$ cat config.mk
export PLATFORM = sky130hd
export DESIGN_NAME = frame_checker_crc32_top
export DESIGN_NICKNAME = d
export VERILOG_FILES = /design/src/hdl/fcc_pkg.sv /design/src/hdl/fcc_frame_tracker.sv /design/src/hdl/fcc_result_buf.sv /design/src/hdl/frame_checker_crc32_top.sv
export SDC_FILE = /design/constraint.sdc
export NUM_CORES = 1
export LEC_CHECK = 0
export BUFFER_PORTS_ARGS = -buffer_cell sky130_fd_sc_hd__buf_2
export CORE_MARGIN = 2
export CORE_UTILIZATION = 30
export CTS_BUF_LIST = sky130_fd_sc_hd__clkbuf_4 sky130_fd_sc_hd__clkbuf_8 sky130_fd_sc_hd__clkbuf_16
export DETAILED_ROUTE_END_ITERATION = 10
export GPL_ROUTABILITY_DRIVEN = 0
export PLACE_DENSITY_LB_ADDON = 0.08
export SETUP_SLACK_MARGIN = 0.3
export SYNTH_ARGS = -nofsm -noshare
export SYNTH_HDL_FRONTEND = slang
export SYNTH_HIERARCHICAL = 1
export SYNTH_SLANG_ARGS = --single-unit
$ cat constraint.sdc
create_clock -name clk -period 4.8 [get_ports clk]
set_clock_uncertainty 0.1 [all_clocks]
set_input_delay 0.96 -clock clk [delete_from_list [all_inputs] [get_ports clk]]
set_output_delay 0.96 -clock clk [all_outputs]
set_load 0.02 [all_outputs]
$ cat src/hdl/fcc_pkg.sv
// ----------------------------------------------------------------------------
// fcc_pkg: shared types, constants and a function for the frame checker
// Result layout, status codes and the byte-wide reflected CRC-32 update.
// ----------------------------------------------------------------------------
package fcc_pkg;

    // Frame layout
    localparam int unsigned HdrBytes     = 6;
    localparam int unsigned TrailerBytes = 4;
    localparam int unsigned CountWidth   = 17;

    localparam logic [CountWidth-1:0] COUNT_MAX   = {CountWidth{1'b1}};
    localparam logic [CountWidth-1:0] MIN_FRAME   = CountWidth'(HdrBytes + TrailerBytes);
    localparam logic [CountWidth-1:0] HDR_LEN     = CountWidth'(HdrBytes);
    localparam logic [CountWidth-1:0] TRAILER_LEN = CountWidth'(TrailerBytes);

    // Reflected CRC-32
    localparam logic [31:0] CRC_POLY = 32'hEDB8_8320;
    localparam logic [31:0] CRC_ONES = 32'hFFFF_FFFF;

    // Configuration reset value
    localparam logic [7:0] VERSION_RESET = 8'd1;

    // Status codes
    typedef enum logic [1:0] {
        STATUS_OK          = 2'd0,
        STATUS_MALFORMED   = 2'd1,
        STATUS_BAD_VERSION = 2'd2,
        STATUS_BAD_CRC     = 2'd3
    } status_t;

    // One result; status sits in the low bits
    typedef struct packed {
        logic [15:0] payload_length;
        logic [7:0]  frame_id;
        logic [7:0]  opcode;
        logic [7:0]  frame_type;
        status_t     status;
    } result_t;

    localparam int unsigned ResultWidth = $bits(result_t);
    localparam int unsigned OutDataWidth = ((ResultWidth + 7) / 8) * 8;

    // One byte through the reflected CRC-32, LSB first
    function automatic logic [31:0] crc_feed(input logic [31:0] crc_in,
                                             input logic [7:0]  data);
        logic [31:0] crc;
        crc = crc_in ^ {24'd0, data};
        for (int k = 0; k < 8; k++) begin
            crc = crc[0] ? ((crc >> 1) ^ CRC_POLY) : (crc >> 1);
        end
        return crc;
    endfunction

endpackage

$ cat src/hdl/fcc_frame_tracker.sv
// ----------------------------------------------------------------------------
// fcc_frame_tracker: input register and per-frame state
// Holds one received byte, then updates count, header, trailer window and CRC
// and builds the status on the final byte of a frame.
// ----------------------------------------------------------------------------
module fcc_frame_tracker (
    input  logic            clk,
    input  logic            rst_n,
    input  logic            cfg_wr_en,
    input  logic [7:0]      cfg_wr_data,
    input  logic            in_valid,
    input  logic [7:0]      in_data,
    input  logic            in_last,
    output logic            in_ready,
    output logic            res_valid,
    output fcc_pkg::result_t res_data,
    input  logic            res_ready
);

    logic                            in_valid_reg;
    logic [7:0]                      in_data_reg;
    logic                            in_last_reg;
    logic [7:0]                      version_reg;
    logic [fcc_pkg::CountWidth-1:0]  count_reg;
    logic [fcc_pkg::CountWidth-1:0]  count_next;
    logic [47:0]                     header_reg;
    logic [47:0]                     header_next;
    logic [31:0]                     crc_reg;
    logic [31:0]                     crc_next;
    logic [31:0]                     trailer_reg;
    logic [31:0]                     trailer_next;
    logic                            advance;
    logic [fcc_pkg::CountWidth-1:0]  expect_len;
    fcc_pkg::status_t                status;

    // Byte leaves the input register unless a result is blocked
    assign advance  = in_valid_reg && (!in_last_reg || res_ready);
    assign in_ready = !in_valid_reg || advance;

    // Input register
    always_ff @(posedge clk or negedge rst_n) begin
        if (!rst_n) begin
            in_valid_reg <= 1'b0;
        end
        else if (in_ready) begin
            in_valid_reg <= in_valid;
        end
    end

    always_ff @(posedge clk) begin
        if (in_ready && in_valid) begin
            in_data_reg <= in_data;
            in_last_reg <= in_last;
        end
    end

    // Expected version register
    always_ff @(posedge clk or negedge rst_n) begin
        if (!rst_n) begin
            version_reg <= fcc_pkg::VERSION_RESET;
        end
        else if (cfg_wr_en) begin
            version_reg <= cfg_wr_data;
        end
    end

    // Per-frame state update for the byte in the input register
    always_comb begin
        header_next = header_reg;
        case (count_reg)
            17'd0:   header_next[7:0]   = in_data_reg;
            17'd1:   header_next[15:8]  = in_data_reg;
            17'd2:   header_next[23:16] = in_data_reg;
            17'd3:   header_next[31:24] = in_data_reg;
            17'd4:   header_next[39:32] = in_data_reg;
            17'd5:   header_next[47:40] = in_data_reg;
            default: header_next = header_reg;
        endcase

        // CRC lags the trailer window by four bytes
        if (count_reg >= fcc_pkg::TRAILER_LEN) begin
            crc_next = fcc_pkg::crc_feed(crc_reg, trailer_reg[7:0]);
        end
        else begin
            crc_next = crc_reg;
        end
        trailer_next = {in_data_reg, trailer_reg[31:8]};

        count_next = (count_reg != fcc_pkg::COUNT_MAX) ?
                     count_reg + 1'b1 : fcc_pkg::COUNT_MAX;
    end

    // Checks in priority order: length, version, CRC
    assign expect_len = {1'b0, header_next[47:32]} + fcc_pkg::MIN_FRAME;

    always_comb begin
        if (count_next < fcc_pkg::MIN_FRAME || count_next != expect_len) begin
            status = fcc_pkg::STATUS_MALFORMED;
        end
        else if (header_next[7:0] != version_reg) begin
            status = fcc_pkg::STATUS_BAD_VERSION;
        end
        else if ((crc_next ^ fcc_pkg::CRC_ONES) != trailer_next) begin
            status = fcc_pkg::STATUS_BAD_CRC;
        end
        else begin
            status = fcc_pkg::STATUS_OK;
        end
    end

    assign res_valid               = advance && in_last_reg;
    assign res_data.status         = status;
    assign res_data.frame_type     = header_next[15:8];
    assign res_data.opcode         = header_next[23:16];
    assign res_data.frame_id       = header_next[31:24];
    assign res_data.payload_length = header_next[47:32];

    // Frame state; cleared after the final byte
    always_ff @(posedge clk or negedge rst_n) begin
        if (!rst_n) begin
            count_reg   <= '0;
            header_reg  <= '0;
            crc_reg     <= fcc_pkg::CRC_ONES;
            trailer_reg <= '0;
        end
        else if (advance) begin
            if (in_last_reg) begin
                count_reg   <= '0;
                header_reg  <= '0;
                crc_reg     <= fcc_pkg::CRC_ONES;
                trailer_reg <= '0;
            end
            else begin
                count_reg   <= count_next;
                header_reg  <= header_next;
                crc_reg     <= crc_next;
                trailer_reg <= trailer_next;
            end
        end
    end

    // CRC stays at its seed until bytes fall out of the trailer window
    a_crc_seed: assert property (@(posedge clk) disable iff (!rst_n)
        (count_reg <= fcc_pkg::TRAILER_LEN) |-> (crc_reg == fcc_pkg::CRC_ONES))
        else $error("CRC moved before trailer window filled");

    // Final byte restarts the frame
    a_frame_clear: assert property (@(posedge clk) disable iff (!rst_n)
        (advance && in_last_reg) |=> (count_reg == '0 && header_reg == '0))
        else $error("frame state not cleared after final beat");

    // Header bytes beyond the count were never written
    a_header_fill: assert property (@(posedge clk) disable iff (!rst_n)
        (count_reg < fcc_pkg::HDR_LEN) |-> (header_reg[47:40] == 8'd0))
        else $error("length high byte set before sixth beat");

endmodule

$ cat src/hdl/fcc_result_buf.sv
// ----------------------------------------------------------------------------
// fcc_result_buf: two-entry result register with skid slot
// Decouples the output stall from the input side; ready is registered.
// ----------------------------------------------------------------------------
module fcc_result_buf (
    input  logic             clk,
    input  logic             rst_n,
    input  logic             push_valid,
    input  fcc_pkg::result_t push_data,
    output logic             push_ready,
    output logic             pop_valid,
    output fcc_pkg::result_t pop_data,
    input  logic             pop_ready
);

    logic             main_valid_reg;
    fcc_pkg::result_t main_data_reg;
    logic             skid_valid_reg;
    fcc_pkg::result_t skid_data_reg;
    logic             push;
    logic             pop;

    assign push_ready = !skid_valid_reg;
    assign push       = push_valid && push_ready;
    assign pop        = main_valid_reg && pop_ready;
    assign pop_valid  = main_valid_reg;
    assign pop_data   = main_data_reg;

    // Occupancy
    always_ff @(posedge clk or negedge rst_n) begin
        if (!rst_n) begin
            main_valid_reg <= 1'b0;
            skid_valid_reg <= 1'b0;
        end
        else begin
            if (pop) begin
                main_valid_reg <= skid_valid_reg || push;
                skid_valid_reg <= 1'b0;
            end
            else if (push) begin
                main_valid_reg <= 1'b1;
                skid_valid_reg <= main_valid_reg;
            end
        end
    end

    // Payload
    always_ff @(posedge clk) begin
        if (pop) begin
            main_data_reg <= skid_valid_reg ? skid_data_reg : push_data;
        end
        else if (push && !main_valid_reg) begin
            main_data_reg <= push_data;
        end
        if (push && main_valid_reg && !pop) begin
            skid_data_reg <= push_data;
        end
    end

    // Skid slot only fills behind a held main entry
    a_skid_order: assert property (@(posedge clk) disable iff (!rst_n)
        skid_valid_reg |-> main_valid_reg)
        else $error("skid entry without main entry");

    // A full buffer drains by exactly one on a pop
    a_drain: assert property (@(posedge clk) disable iff (!rst_n)
        (skid_valid_reg && pop) |=> (main_valid_reg && !skid_valid_reg))
        else $error("full buffer lost or kept an entry on pop");

    // Beat held back while full is presented next
    a_keep: assert property (@(posedge clk) disable iff (!rst_n)
        (skid_valid_reg && !pop) |=> (skid_valid_reg && $stable(skid_data_reg)))
        else $error("skid entry changed while stalled");

endmodule

$ cat src/hdl/frame_checker_crc32_top.sv
// ----------------------------------------------------------------------------
// frame_checker_crc32_top: byte-serial framed packet checker with CRC-32
// Checks header, length, version and reflected CRC-32 of each frame.
// ----------------------------------------------------------------------------
// Usage:
//   Slave stream: one frame byte per beat in s_tdata[7:0]; s_tlast marks the
//   final byte. Frame = version, type, opcode, id, length (LE, 16 bit),
//   payload, CRC-32 (LE) over all earlier bytes.
//   Master stream: one beat per frame, issued for its final byte, carrying
//   status and header fields. Other bytes give no output beat.
//   Config: cfg_wr_en writes cfg_wr_data as the expected version byte;
//   write only while no frame is in flight.
//   Throughput: one byte per cycle unless a final byte waits on a full result
//   buffer; the per-byte CRC update is a combinational 8-bit step.
//   Result path: input register, CRC step and checks, then the result buffer.
//   Reset: expected version returns to 1, frame state clears, no output.
//   Stall: while m_tready is low, two results can be held; once both slots
//   are full, s_tready drops only when another final byte is waiting.
//   Non-final bytes keep flowing.
// ----------------------------------------------------------------------------
module frame_checker_crc32_top (
    input  logic                              clk,
    input  logic                              rst_n,
    input  logic                              cfg_wr_en,
    input  logic [7:0]                        cfg_wr_data,
    input  logic                              s_tvalid,
    output logic                              s_tready,
    input  logic [7:0]                        s_tdata,   // data_byte
    input  logic                              s_tlast,   // last_byte
    output logic                              m_tvalid,
    input  logic                              m_tready,
    // status[1:0], frame_type[9:2], opcode[17:10], frame_id[25:18],
    // payload_length[41:26], zero fill
    output logic [fcc_pkg::OutDataWidth-1:0]  m_tdata
);

    logic             res_valid;
    logic             res_ready;
    fcc_pkg::result_t res_data;
    fcc_pkg::result_t out_data;

    // Frame state and checks
    fcc_frame_tracker u_tracker (
        .clk         (clk),
        .rst_n       (rst_n),
        .cfg_wr_en   (cfg_wr_en),
        .cfg_wr_data (cfg_wr_data),
        .in_valid    (s_tvalid),
        .in_data     (s_tdata),
        .in_last     (s_tlast),
        .in_ready    (s_tready),
        .res_valid   (res_valid),
        .res_data    (res_data),
        .res_ready   (res_ready)
    );

    // Result register
    fcc_result_buf u_result_buf (
        .clk        (clk),
        .rst_n      (rst_n),
        .push_valid (res_valid),
        .push_data  (res_data),
        .push_ready (res_ready),
        .pop_valid  (m_tvalid),
        .pop_data   (out_data),
        .pop_ready  (m_tready)
    );

    assign m_tdata = fcc_pkg::OutDataWidth'(out_data);

endmodule

Word-level counts from Yosys, hierarchy flattened --
Index checks and enable logic that the tools add are counted.
Storage, ports and cells: flip-flop bits (word level) 233, input bits 22, output and inout bits 50, word-level logic and storage cells 93
Operators by class: add/sub/neg operators 2, $lt $le $gt $ge 2, equal/unequal tests 9, muxes and demuxes 30, bitwise logic cells 10, reductions and logical operators 20
Operators with widths (number):
- $mux W32 | 11
- $mux W42 | 3
- $not A13 Y14 | 8
- $mux W48 | 1
- $mux W8 | 6
- $eq A17 B2 Y1 const B | 2
- $eq A17 B3 Y1 const B | 2
- $mux W17 | 2
- $ne A32 B32 Y1 | 1
- $not A32 Y32 | 1
- $xor A32 B8 Y32 | 1
- $add A16 B4 Y17 const B | 1
- $add A17 B1 Y17 const B | 1
- $eq A17 B1 Y1 const B | 1
- $ge A17 B3 Y1 const B | 1
- $logic_not A17 Y1 | 1
- $lt A17 B4 Y1 const B | 1
- $ne A17 B17 Y1 | 1
- $ne A17 B17 Y1 const B | 1
- $logic_and A1 B1 Y1 | 8
- $ne A8 B8 Y1 | 1
- $mux W2 | 3
- $logic_not A1 Y1 | 5
- $logic_or A1 B1 Y1 | 4
- other kinds (2) | 6

Longest topological paths before layout --
Gate-level depths: netlist (run 1).
depth after elaboration 25, mapped depth 18, gate-level depth less buffers 16

Modules after synthesis --
The synthesis (run 1) kept the hierarchy.
Modules (own cells, without submodules):
- fcc_frame_tracker | times used 1, cells each 1013, area an instance 9816.9 µm², seq. area each 3764.9 µm²
- fcc_result_buf | times used 1, cells each 143, area an instance 3306.9 µm², seq. area each 2572.5 µm²
- frame_checker_crc32_top | times used 1, cells each 7, area an instance 48.8 µm², seq. area each 0.0 µm²

Least setup slack after synthesis (run 1) --
Ideal clock, no wire load.
path type register -> register, start register u_result_buf.skid_valid_reg, end register u_result_buf.main_data_reg, in the netlist u_result_buf/pop_data[0] (enable), setup time 0.500 ns, arrival time 4.296 ns, required time 4.200 ns, path slack -0.096 ns, cell stages (with the launch flop) 9, buffers on the path 2, clock period less this slack 4.896 ns, path through dfrtp_1 inv_1 nand2b_1 nand2_1 clkbuf_1 clkbuf_1 nor2_1 nand2b_1 o21ai_0
Between the ends: cells in the longest elaborated chain, start to end 7
RTL lines:
- start: declaration | RTL line fcc_result_buf.sv:18 | logic skid_valid_reg;
- start signal: assignment | RTL line fcc_result_buf.sv:42 | skid_valid_reg <= main_valid_reg;
- $logic_not A1 Y1 | RTL line fcc_result_buf.sv:23 | assign push_ready = !skid_valid_reg;
- via res_ready | RTL line frame_checker_crc32_top.sv:38 | logic res_ready;
- $logic_or A1 B1 Y1 | RTL line fcc_frame_tracker.sv:37 | assign advance = in_valid_reg && (!in_last_reg || res_ready);
- $logic_and A1 B1 Y1 | RTL line fcc_frame_tracker.sv:37
- $logic_and A1 B1 Y1 | RTL line fcc_frame_tracker.sv:111 | assign res_valid = advance && in_last_reg;
- via res_valid | RTL line frame_checker_crc32_top.sv:37 | logic res_valid;
- $logic_and A1 B1 Y1 | RTL line fcc_result_buf.sv:24 | assign push = push_valid && push_ready;
- $logic_and A1 B1 Y1 | RTL line fcc_result_buf.sv:52 | else if (push && !main_valid_reg) begin
- $reduce_bool A2 Y1 (no source line)
- end signal: assignment | RTL line fcc_result_buf.sv:50 | main_data_reg <= skid_valid_reg ? skid_data_reg : push_data;
- end signal: assignment | RTL line fcc_result_buf.sv:53 | main_data_reg <= push_data;
- end: declaration | RTL line fcc_result_buf.sv:17 | fcc_pkg::result_t main_data_reg;
The timed path passes the listed nets, and every way through them passes these cells. A chain may end at the register's enable or synchronous reset.

==> flow_summary.json, run 1 <==
{
  "status": "finished, final reports clean",
  "dpl_cell_area_um2": 14100,
  "synth_ff_type": "dfrtp_1",
  "antenna-diode-count": 0,
  "crit_path_frequent_cell": "mux2_2",
  "rows": 76,
  "leakage_nw": 6.36,
  "cts_hold_buf": 0,
  "power_density_nw_per_um2": 660,
  "first_global_vias": 9245,
  "dieArea_um2": 45600,
  "cts.sinks": 233,
  "cp.required_ns": 5.02,
  "hold_viol": 0,
  "worstPathArrival_ns": 4.51,
  "dieWidth_um": 214,
  "critPathKind": "flop to flop",
  "cts_tree": "yes",
  "setup_viol": 0,
  "swShare": 0.394,
  "power_frac_clock": 0.228,
  "place_ws_ns": 0.481,
  "yosysTopAreaCellShare": 0.212,
  "portBuffers": 65,
  "fin_util": 0.350,
  "drive_above_1_share": 0.250,
  "synth_area_um2": 13200,
  "cts_buffer_depth": 3,
  "drt_iter0_drc": 585,
  "end_kind": "flop",
  "power.internal_mw": 6.04,
  "tightestPinTransition_ns": 1.02,
  "p_comb_frac": 0.461,
  "slew_violations": 0,
  "synth_cell_type_count": 87,
  "finalCritPeriodShare": 0.894,
  "r2r_start": "u_tracker/count_reg[0]",
  "stdcell_area_um2": 15100,
  "synth.top_cells.by_area": "edfxtp_1 (21%), dfrtp_1 (20%), dfstp_2 (6.6%)",
  "ys_seq_elements": 233,
  "clk_latency_ns": 0.58,
  "drc": 0,
  "power.switching_mw": 3.93,
  "finalNetCount": 1233,
  "slowest_stage": "dfrtp_1",
  "timing.critical_path.cells": "inv_1, ha_1, nor4bb_1, and4_2, mux2_2, ha_1, o211ai_1, mux2i_2, nand3_1, mux2_2, a21oi_1, o211ai_1, nor4_4, o21ai_1, mux2_2",
  "top_level_ports": 72,
  "grt_pass1_wl_um": 60900,
  "syn2layout_area_growth_pct": 14.7,
  "largest_reg_flops": 48,
  "hpwl_um": 26300,
  "min_period_ns": 4.29,
  "final.setup.tns_ns": 0,
  "overflow": 0,
  "ir_worst_vdd_uv": 330,
  "cpPeakStageDelay_ns": 0.46,
  "yosysSeqAreaShare": 0.481,
  "cts_buffers": 29,
  "slew_headroom": 0.318,
  "vias": 9234,
  "startpoint_type": "flop",
  "synth_edf_count": 93,
  "detailedRoute.firstPassIterationCount": 6,
  "grt_max_degree": 73,
  "vias_per_cell": 5.09,
  "rrSetupSlack_ns": 0.51,
  "num-fill-cells": 4374,
  "path_clk_slew_ns": 0.06,
  "chipHeight_um": 214,
  "cts_root_buf": "clkbuf_16",
  "r2r_end": "u_result_buf/pop_data[0]",
  "cap_violations": 0,
  "antenna_found_initial": 1,
  "timing.fmax_mhz": 233,
  "path_max_fanout": 8,
  "synth_cells": 1163,
  "initial_utilization": 0.305,
  "rsz0062_at_grt": "true",
  "synth_area_per_cell_um2": 11.3,
  "yosys.area.top_type": "edfxtp_1",
  "drtAntennaViolNets": 0,
  "core_area_um2": 43200,
  "ys_warn_count": 6,
  "routed_wl_um": 39800,
  "fin_ws_ns": 0.508,
  "ff2ff_path_depth": 15,
  "grt_usage": 0.177,
  "async_reset_ff_frac": 0.601,
  "hold_class": "primary input to asynchronous set/reset pin",
  "seqPwrFrac": 0.311,
  "htreeDepth": 1,
  "wl_per_cell_um": 21.9
}
==> how the worst max path moves through the flow <==
stage / start / endpoint / slack (ns) / depth (start not counted)
2_1_floorplan: u_tracker/count_reg[0] / u_result_buf/pop_data[1] / 0.84 / 18
3_3_place_gp: u_tracker/crc_reg[7] / u_result_buf/pop_data[1] / 0.43 / 10
3_5_place_dp: u_tracker/count_reg[0] / u_result_buf/pop_data[0] / 0.48 / 15
4_1_cts: u_tracker/count_reg[0] / u_result_buf/pop_data[0] / 0.45 / 15
5_1_grt: u_tracker/count_reg[0] / u_result_buf/pop_data[0] / 0.23 / 15
6_report: u_tracker/count_reg[0] / u_result_buf/pop_data[0] / 0.51 / 15
==> per-layer routing <==
layer  part of all wire  vias up  global-route usage
li1                   -     4305                   -
met5                  0        -                   0
met2               0.43      209               0.265
met1               0.49     4668               0.262
met3              0.048       52              0.0293
met4              0.029        0              0.0512
==> logic make-up after synthesis <==
| kind of cell | count (synthesis) | share of synthesized area |
|---|---|---|
| simple gates | 312 | 0.122 |
| compound gates | 239 | 0.122 |
| flops | 233 | 0.481 |
| xor+xnor | 137 | 0.118 |
| mux | 119 | 0.111 |
| buf+inv | 117 | 0.0403 |
| fa+ha+maj | 5 | 0.00475 |
| other cells | 1 | 0.000285 |
==> cells in the mapped netlist (all sizes together), types with 2 or more instances <==
cell / number
dfstp: 33
ha: 5
o21ai: 58
inv: 29
a211oi: 4
nand2: 124
xor2: 50
o21a: 3
edfxtp: 93
nor4: 16
a22o: 31
o221ai: 2
o31a: 2
buf: 29
o31ai: 6
a22oi: 16
a32oi: 3
or4: 2
a31oi: 11
o22ai: 15
a21boi: 3
o211ai: 8
mux2: 81
nand3b: 6
nand2b: 4
and3: 10
a21oi: 42
a311oi: 2
a21o: 4
xnor2: 77
xnor3: 9
nand3: 56
and2: 5
nor3: 17
mux2i: 38
nor2: 44
clkbuf: 59
dfrtp: 107
or2: 2
and4: 6
nand4: 14
o22a: 17
==> cell type report <==
type,count,area (µm²),area share
multi-input cells,818,6380,0.422
clock buffers,34,763,0.0505
clock inverters,20,216,0.0143
inverters,29,109,0.00721
flip-flops and latches,233,6340,0.419
well taps,585,732,0.0485
repair buffers,95,569,0.0377
==> per-stage QoR <==
stage / instances / hold WS (ns) / power, mW
after floorplan: 1168 / 0.350 / 6.52
after global placement: 1760 / 0.368 / 7.74
after detailed placement: 1760 / 0.377 / 7.73
after CTS: 1814 / 0.345 / 10.1
after global routing: 1814 / 0.354 / 10.6
final: 1814 / 0.307 / 9.97
==> critical path, delay by kind of cell (launching register included) <==
family	cells	cell delay [ns]
AOI/OAI and AO/OA	4	0.62
muxes	4	1.17
DFF	1	0.46
adders and majority gates	2	0.49
and+or+nand+nor	4	1.06
buffers and inverters	1	0.14
==> cell usage in the layout (no fill, tap or decap), types with 41 or more instances in the layout <==
master,Yosys,routed
dfrtp_1,107,107
buf_2,12,64
xor2_1,49,49
xnor2_1,61,61
nand3_1,55,55
a21oi_1,42,41
nor2_1,42,41
nand2_1,122,121
edfxtp_1,93,93
o21ai_0,56,55
==> repair_timing <==
| action | CTS | global route |
|---|---|---|
| gates resized for setup | 0 | 5 |
| buffers inserted | 0 | 0 |
| endpoints found under the setup margin | 0 | 2 |
==> power groups by stage <==
stage / clock network, mW / logic, mW / registers (mW)
5_1_grt: 2.42 / 5.00 / 3.17
4_1_cts: 2.35 / 4.61 / 3.11
6_report: 2.27 / 4.60 / 3.10
2_1_floorplan: 0 / 3.36 / 3.16
3_5_place_dp: 0 / 4.58 / 3.14
3_3_place_gp: 0 / 4.60 / 3.14
(Power assumes the default switching activity.)
==> run 2, diff against run 1 <==
--- a/config.mk
+++ b/config.mk
@@ -7,7 +7,7 @@
 export LEC_CHECK = 0
 export BUFFER_PORTS_ARGS = -buffer_cell sky130_fd_sc_hd__buf_2
 export CORE_MARGIN = 2
-export CORE_UTILIZATION = 30
+export CORE_UTILIZATION = 50
 export CTS_BUF_LIST = sky130_fd_sc_hd__clkbuf_4 sky130_fd_sc_hd__clkbuf_8 sky130_fd_sc_hd__clkbuf_16
 export DETAILED_ROUTE_END_ITERATION = 10
 export GPL_ROUTABILITY_DRIVEN = 0
==> run 2 against run 1 <==
Cell area fell by 2.9%. Critical path depth grew 1. Critical path type unchanged. Flip-flop and latch count unchanged. First-iteration DRC count up 29%. Total power shrank 3.7%. Fmax is 1.4% lower. Via count is 1.1% higher. Die area down 39%. Non-clock buffer count grew 1. Combinational power is 2% lower. Sequential share of layout area increased by 1.3 points. Critical endpoint unchanged. Count of clock-buffer cells in the layout is the same.
==> flow_summary.json, run 2 (synthesis gave the netlist of run 1 again) <==
{
  "critPathKind": "flop to flop",
  "drtAntennaViolNets": 0,
  "wl_per_cell_um": 21.8,
  "grt_usage": 0.244,
  "tightestPinTransition_ns": 0.980,
  "cap_violations": 0,
  "rows": 59,
  "mostFrequentLayoutCell": "nand2_1",
  "drt_iter0_drc": 754,
  "antenna-diode-count": 0,
  "drive_above_1_share": 0.248,
  "slew_headroom": 0.347,
  "path_delay_family": "multiplexers",
  "cts_hold_buf": 0,
  "path_clk_slew_ns": 0.06,
  "crit_path_frequent_cell": "mux2_2",
  "drc": 0,
  "end_kind": "flop",
  "worstPathArrival_ns": 4.54,
  "cts_root_buf": "clkbuf_16",
  "rsz0062_at_grt": "false",
  "hold_class": "primary input to asynchronous set/reset pin",
  "cpPeakStageDelay_ns": 0.45,
  "overflow": 0,
  "finalCritPeriodShare": 0.907,
  "final_cell_mix": "nand2_1 (121), dfrtp_1 (106), edfxtp_1 (93)",
  "fin_ws_ns": 0.447,
  "hpwl_um": 22200,
  "chipHeight_um": 166,
  "grt_max_degree": 96,
  "slew_violations": 0,
  "status": "finished, final reports clean",
  "hold_viol": 0,
  "routed_wl_um": 33900,
  "ir_worst_vdd_uv": 460,
  "setup_viol": 0,
  "cts_buffer_depth": 3,
  "syn2layout_area_growth_pct": 11.3,
  "num-fill-cells": 2227,
  "cts.sinks": 233,
  "dp_cells": 1510,
  "cp.required_ns": 4.99,
  "timing.fmax_mhz": 230,
  "dieArea_um2": 27700,
  "leakage_nw": 6.31,
  "power_density_nw_per_um2": 655,
  "startpoint_type": "flop",
  "antenna_found_initial": 0,
  "portBuffers": 65,
  "final.setup.tns_ns": 0,
  "slowest_stage": "dfrtp_2",
  "core_area_um2": 26000,
  "place_ws_ns": 0.565,
  "htreeDepth": 1,
  "cts_buffers": 26,
  "min_period_ns": 4.35,
  "vias": 9331,
  "largest_reg_flops": 48,
  "instances_no_fill": 1559,
  "path_max_fanout": 8,
  "grt_pass1_wl_um": 53600,
  "first_global_vias": 9056,
  "cts_tree": "yes",
  "clk_latency_ns": 0.54,
  "finalNetCount": 1231,
  "timing.critical_path.cells": "inv_1, ha_1, nor4bb_1, and4_2, mux2_2, ha_1, o211ai_1, mux2i_1, nand3_1, mux2_2, a21oi_1, o211ai_1, nor4_2, buf_4, o21ai_1, mux2_2",
  "detailedRoute.firstPassIterationCount": 7,
  "initial_utilization": 0.507,
  "vias_per_cell": 5.99,
  "dieWidth_um": 166,
  "cp_num_buf_inv": 2,
  "top_level_ports": 72
}
==> run 2: through the flow <==
| stage | utilization | hold WS, ns | total power [mW] | instance area, µm² |
|---|---|---|---|---|
| floorplan | - | 0.350 | 6.52 | 13200 |
| CTS | 0.564 | 0.396 | 9.64 | 14700 |
| detailed placement | 0.531 | 0.383 | 7.59 | 13800 |
| finish | 0.564 | 0.396 | 9.60 | 14700 |
| global route | 0.564 | 0.416 | 10.1 | 14700 |
| global placement | 0.531 | 0.372 | 7.54 | 13800 |
==> run 2: timing repair <==
action | in CTS | in global routing
resized for setup | 0 | 2
endpoints found under the setup margin | 0 | 1
buffers inserted | 0 | 1
==> run 2: layer usage <==
metal	up-vias	track usage	share of wire
li1	4308	-	-
met1	4694	0.368	0.47
met2	266	0.376	0.45
met5	-	0	0
met3	63	0.0310	0.055
met4	0	0.0600	0.024
==> run 2: path summary, 6_finish.rpt <==
kind	from	end	slack, ns	cells after the start
hold reg to reg	u_tracker/header_reg[47]	u_tracker/header_reg[47]	0.40	2
hold / removal	rst_n	u_tracker/trailer_reg[9]	0.40	1
max in group asynchronous	rst_n	u_tracker/version_reg[0]	3.36	2
min in group clk	u_tracker/header_reg[47]	u_tracker/header_reg[47]	0.40	2
setup / recovery	u_tracker/count_reg[0]	u_result_buf/pop_data[0]	0.45	16
setup reg to reg	u_tracker/count_reg[0]	u_result_buf/pop_data[0]	0.45	16
==> run 2: final cells by class <==
| class | instances | area (µm²) | share of cell area |
|---|---|---|---|
| multi-input combinational | 818 | 6360 | 0.434 |
| sequential | 233 | 6340 | 0.432 |
| clock buffer | 34 | 711 | 0.0485 |
| timing repair buffer | 96 | 577 | 0.0393 |
| tap | 335 | 419 | 0.0286 |
| clock inverter | 14 | 151 | 0.0103 |
| inverter | 29 | 109 | 0.00742 |
==> run 2: power breakdown <==
part | switching, mW | internal, mW | total, mW
sequential | 0.401 | 2.69 | 3.09
clock | 0.815 | 1.20 | 2.02
combinational | 2.49 | 2.00 | 4.49
